File: src/hdl/knps_pkg.sv
// shared constants, candidate record and cell control for the nearest point selector
// no dependencies; compiled first
package knps_pkg;

  localparam int MAX_POINTS   = 64;
  localparam int MAX_PICKS    = 6;
  localparam int COORD_W      = 28;
  localparam int PICK_W       = 3;
  localparam int IDX_W        = $clog2(MAX_POINTS);
  localparam int CNT_W        = $clog2(MAX_POINTS + 1);
  localparam int SQ_W         = 2 * COORD_W;
  localparam int DIST_W       = SQ_W + 2;
  localparam int PIPE_DEPTH   = 3;
  localparam int DRAIN_CYCLES = PIPE_DEPTH + MAX_PICKS + 1;
  localparam int DRAIN_W      = $clog2(DRAIN_CYCLES + 1);
  localparam int EMIT_W       = $clog2(MAX_PICKS + 1);
  localparam int CFG_IDX_W    = 2;

  localparam logic [PICK_W-1:0] PICK_COUNT_RST = 3'd4;

  typedef enum logic [CFG_IDX_W-1:0] {
    CFG_PICK_COUNT = 2'd0,
    CFG_CENTRE_X   = 2'd1,
    CFG_CENTRE_Y   = 2'd2,
    CFG_CENTRE_Z   = 2'd3
  } cfg_reg_e;

  // one candidate point travelling through the distance pipe and the cell row
  typedef struct packed {
    logic               vld;
    logic [DIST_W-1:0]  dist_sq;
    logic [IDX_W-1:0]   idx;
    logic [COORD_W-1:0] x;
    logic [COORD_W-1:0] y;
    logic [COORD_W-1:0] z;
  } cand_t;

  typedef struct packed {
    logic clear;
    logic shift;
  } cell_ctrl_t;

endpackage

File: src/hdl/knps_cell.sv
// one sorted row cell: keeps the lesser of (stored, incoming) and passes the other on;
// on shift it loads the next cell's point, on clear it empties; depends on knps_pkg
module knps_cell (
  input  logic                 clk_i,
  input  logic                 rst_ni,
  input  knps_pkg::cell_ctrl_t ctrl_i,
  input  knps_pkg::cand_t      cand_i,
  input  knps_pkg::cand_t      next_i,
  output knps_pkg::cand_t      stored_o,
  output knps_pkg::cand_t      pass_o
);
  import knps_pkg::*;

  cand_t st_q, st_d;
  cand_t pass_q, pass_d;
  logic  in_less;

  // order by distance, then by list position
  assign in_less = (cand_i.dist_sq < st_q.dist_sq) ||
                   ((cand_i.dist_sq == st_q.dist_sq) && (cand_i.idx < st_q.idx));

  always_comb begin
    st_d   = st_q;
    pass_d = cand_i;
    if (ctrl_i.clear) begin
      st_d.vld   = 1'b0;
      pass_d.vld = 1'b0;
    end else if (ctrl_i.shift) begin
      st_d       = next_i;
      pass_d.vld = 1'b0;
    end else if (cand_i.vld && (!st_q.vld || in_less)) begin
      st_d   = cand_i;
      pass_d = st_q;
    end
  end

  always_ff @(posedge clk_i or negedge rst_ni) begin
    if (!rst_ni) begin
      st_q   <= '0;
      pass_q <= '0;
    end else begin
      st_q   <= st_d;
      pass_q <= pass_d;
    end
  end

  assign stored_o = st_q;
  assign pass_o   = pass_q;

endmodule

File: config.mk
export PLATFORM = sky130hd
export DESIGN_NAME = knps_cell
export DESIGN_NICKNAME = d
export VERILOG_FILES = /design/src/hdl/knps_pkg.sv /design/src/hdl/knps_cell.sv
export SDC_FILE = /design/constraint.sdc
export NUM_CORES = 1
export LEC_CHECK = 0
export ABC_AREA = 1
export CAP_MARGIN = 20
export CORE_AREA = 2 2 231 233
export DETAILED_ROUTE_END_ITERATION = 8
export DIE_AREA = 0 0 233 235
export DONT_BUFFER_PORTS = 1
export SETUP_SLACK_MARGIN = 0.5
export SKIP_CTS_REPAIR_TIMING = 1
export SKIP_LAST_GASP = 1
export SLEW_MARGIN = 20
export SYNTH_ARGS = -nofsm -noshare
export SYNTH_HDL_FRONTEND = slang
export SYNTH_SLANG_ARGS = --single-unit
File: constraint.sdc
create_clock -name clk_i -period 2.2 [get_ports clk_i]
set_input_delay 0.33 -clock clk_i [delete_from_list [all_inputs] [get_ports clk_i]]
set_output_delay 0.33 -clock clk_i [all_outputs]
set_load 0.02 [all_outputs]
Word level (Yosys, flattened, before mapping)

Cells that the tools add are included.

Output and inout bits: 298
Bits in registers: 298
Input bits: 302
Word-level logic and storage cells: 32

Mux-type cells: 8
Reduce and logical (&&, ||, !) cells: 8
Equality and inequality tests: 1
Magnitude comparators: 2
Bitwise logic cells: 1

Operators by type and width:

| kind                        | number |
|---|---|
| 149-bit two-way mux         | 3 |
| 148-bit two-way mux         | 2 |
| 58-bit == test              | 1 |
| 58-bit less-than comparator | 1 |
| 6-bit less-than comparator  | 1 |
| 1-bit two-way mux           | 3 |
| 3-bit nonzero test          | 1 |
| 1-bit logical AND           | 2 |
| 1-bit logical OR            | 2 |
| 2-bit AND reduction         | 1 |
| 2-bit nonzero test          | 1 |
| 1-bit zero test             | 1 |
| 1-bit inverter              | 1 |

Longest topological paths before layout

Word-level depth: 8
Gate-level depth with buffers: 20

Least setup slack after synthesis

No wires, ideal clock.

Kind: reg2reg
Start point: reg st_q, in the netlist stored_o[123]
End point: reg st_q, in the netlist stored_o[127]
Data arrival time: 2089 ps
Library setup time: 117 ps
Period minus slack after synthesis: 2206 ps
Cell stages (with the launch flop): 18
Path slack: -6 ps
Buffers on the path: 2
Cells stage by stage: dfrtp_1 > inv_1 > ha_1 > nand2_1 > nor2_1 > inv_1 > nor2_1 > nand3_1 > nor2_1 > a21oi_1 > nand2_1 > nand2_2 > nand2_2 > nand2_2 > buf_4 > buf_6 > nand2_1 > nand2_1

Word-level cells in the longest chain between the ends: 7
Elaborated cells on any way between the ends: 8
Those cells by class: order compare: 1; eq/ne: 1; reduce/logical: 6

Ends and longest elaborated chain:

| item                                                                | RTL line        | text |
|---|---|---|
| start: declaration                                                  | knps_cell.sv:14 | `cand_t st_q, st_d;` |
| start signal: assignment                                            | knps_cell.sv:42 | `st_q <= st_d;` |
| branches (longest 2 deep; another with 58-bit less-than comparator) | -               |  |
| 1-bit logical OR (*)                                                | knps_cell.sv:19 | `assign in_less = (cand_i.dist_sq < st_q.dist_sq) \|\|` |
| 1-bit logical OR (*)                                                | knps_cell.sv:31 | `end else if (cand_i.vld && (!st_q.vld \|\| in_less)) begin` |
| 1-bit logical AND (*)                                               | knps_cell.sv:31 |  |
| 2-bit nonzero test (no line) (*)                                    | -               |  |
| 2-bit AND reduction (no line) (*)                                   | -               |  |

Mark *: on every way between the ends.
A chain may end at the register's enable or synchronous reset.

==> flow_summary.toml <==
[die]
die-area_um2 = 54800
dieHeight_um = 235
core.rowCount = 84
core_region_area_um2 = 52200
floorplan.initialDensity_pct = 28.3
fp.dieW_um = 233
ioPinCount = 600

[layout]
syn_to_final_growth_pct = 37.3
drive_gt1_share_pct = 18.9
fin_area_um2 = 20300
n_antenna_cell = 0
fin_cells = 2855
layout_common_cells = "nand2_1, dfrtp_1, inv_1, nand3_1, dlygate4sd3_1"
final_common_cell = "nand2_1"
nets = 2507

[pwr]
p_leak_nw = 10.3
p_per_area_nw_per_um2 = 804
vdd_drop_max_mv = 0.546
p_total_mw = 16.3

[critical_path]
cp-end-kind = "register"
critical-path-max-stage-delay_ns = 0.36
cp_common_cell = "buf_12"
slowest_stage = "dfrtp_2"
crit_fanout = 8
critPathRequiredTime_ns = 2.66
cp_num_buf_inv = 6
path_cells = "inv_1 -> ha_1 -> nand2_2 -> inv_1 -> nand3_4 -> nor2_4 -> nand2_4 -> nor2_4 -> nand2_1 -> nand2_2 -> nand2_4 -> buf_6 -> nand2_8 -> buf_12 -> buf_12 -> buf_12 -> nor2_1 -> a21oi_1"
critPathKind = "reg2reg"
start_kind = "register"
arrival_ns = 2.95
cp_top_family = "simple AND/OR/NAND/NOR gates"

[logic_synthesis]
synth_edf_count = 0
postSynth.asyncResetShare_pct = 100
synth.area.top_cells = "dfrtp_1, nand2_1, nand3_1"
ys_warn_count = 0
synth.distinct_cells = 19
synth_area_um2 = 14800
synth_seq_cells = 298
ys_seq_area_share_pct = 50.4
yosysTopAreaCell = "dfrtp_1"
synth-main-ff-cell = "dfrtp_1"
syn_inst = 1917
syn_avg_cell_area_um2 = 7.72
syn-num-nets = 2282
netlist.area_leader.share_pct = 50.4

[grt]
antenna_found_initial = 4
grt.total_usage_pct = 18.2
grt_max_degree = 299
grt_pass1_vias = 12800
gr-total-overflow = 0
grt_pass1_wl_um = 77600

[timing]
worst-slew-pin-transition_ns = 1.15
fin_ws_ns = -0.289
max_slew_margin_pct = 23.4
hold_slack_ns = -0.507
clock.fmax_mhz = 402
slew_viol_final = 0
hold_viol = 298
finalSetupTns_ns = -67.83
clock-skew-final_ns = 0.0105
period_share_pct = 113
setup_viol = 297
rsz0062_at_grt = "true"
final.min_clock_period_ns = 2.49

[job]
drv_cap = 0

[placed_design]
place_area_um2 = 16400
place_inst = 2610
io_buffers = 0
post-dp-hpwl_um = 37000
gp_congestion = 0.928

[clock_network]
root_buffer = "clkbuf_16"
cts_buffers = 36
cts_tree = "yes"
h-tree-depth = 2
clk_latency_ns = 0.54
clock-sinks = 298
cts.clk_slew.worst_paths_ns = 0.06
cts.path.max_buffers = 3

[run_status]
violations = "negative hold slack, negative setup slack"
status = "complete, but fails checks"

[detailed_routing]
drt-initial-drc-count = 1040
wl_per_cell_um = 20.7
vias = 14200
firstDrtPassIters = 6
wl_um = 59000
drcViolationCount = 0
ant_nets = 0
vias_per_cell = 4.99

[worst_hold_path]
hp-class = "in2async"
-- worst reg2reg max path, cell delays in order, from the launching register on --
cell and delay (ns):
dfrtp_2 0.36, inv_1 0.05, ha_1 0.33, nand2_2 0.08, inv_1 0.11, nand3_4 0.11
nor2_4 0.15, nand2_4 0.06, nor2_4 0.13, nand2_1 0.07, nand2_2 0.08, nand2_4 0.06
buf_6 0.13, nand2_8 0.09, buf_12 0.15, buf_12 0.15, buf_12 0.13, nor2_1 0.05
a21oi_1 0.12
-- cells by family after synthesis --
logic type | synth area share, %
DFF | 50.4
AOI/OAI and AO/OA | 8.89
buffers and inverters | 8.50
adders and majority gates | 5.33
and+or+nand+nor | 26.9
-- final timing paths --
path / start / to / slack, ns / depth (start not counted)
max: stored_o[147] / pass_o[54] / -0.29 / 18
min: rst_ni / pass_o[18] / -0.51 / 0
max reg2reg: stored_o[147] / pass_o[54] / -0.29 / 18
min reg2reg: stored_o[133] / pass_o[133] / 0.56 / 2
max in group asynchronous: rst_ni / stored_o[95] / 1.69 / 0
min in group clk_i: cand_i[70] / pass_o[70] / 0.01 / 2
-- layout make-up --
class,count,area (um2)
Inverter,180,681
Clock buffer,55,1050
Timing Repair Buffer,298,3270
Sequential cell,298,7520
Fill cell,5141,31900
Tap cell,688,861
Multi-Input combinational cell,1328,6880
Clock inverter,8,65.1
-- cell usage after synthesis (3+ instances only) --
cell type and instances:
buf_2 27, nand4_1 5, a21oi_1 108, nand3_1 158, dfrtp_1 298, nor2_1 111
o21ai_0 152, clkbuf_1 54, nand2_2 4, buf_6 3, ha_1 63, inv_1 179
buf_4 27, nand2_1 720
-- flip-flops by register name, indices dropped and copies added (netlist names) --
name	cells
pass_o	149
stored_o	149
-- metal layers --
layer,vias to the layer above,track usage [%],part of all wire (%)
met4,4,6.58,3.9
met3,155,4.88,8.0
met5,-,0,0.042
met2,683,30.3,49
li1,6484,-,-
met1,6922,22.4,39
-- per-stage QoR --
stage	worst slack, ns	utilization (%)
2_1_floorplan	0.104	-
3_3_place_gp	-0.488	31.4
3_5_place_dp	-0.516	31.4
4_1_cts	-0.531	33.5
5_1_grt	-0.441	38.9
6_report	-0.289	38.9
-- power by group --
group | internal, mW | total (mW) | switching (mW)
registers | 6.11 | 7.25 | 1.13
logic | 1.42 | 3.28 | 1.86
clock network | 3.41 | 5.80 | 2.40
total | 10.9 | 16.3 | 5.39
Note: power is estimated with default switching activity, not from simulation.
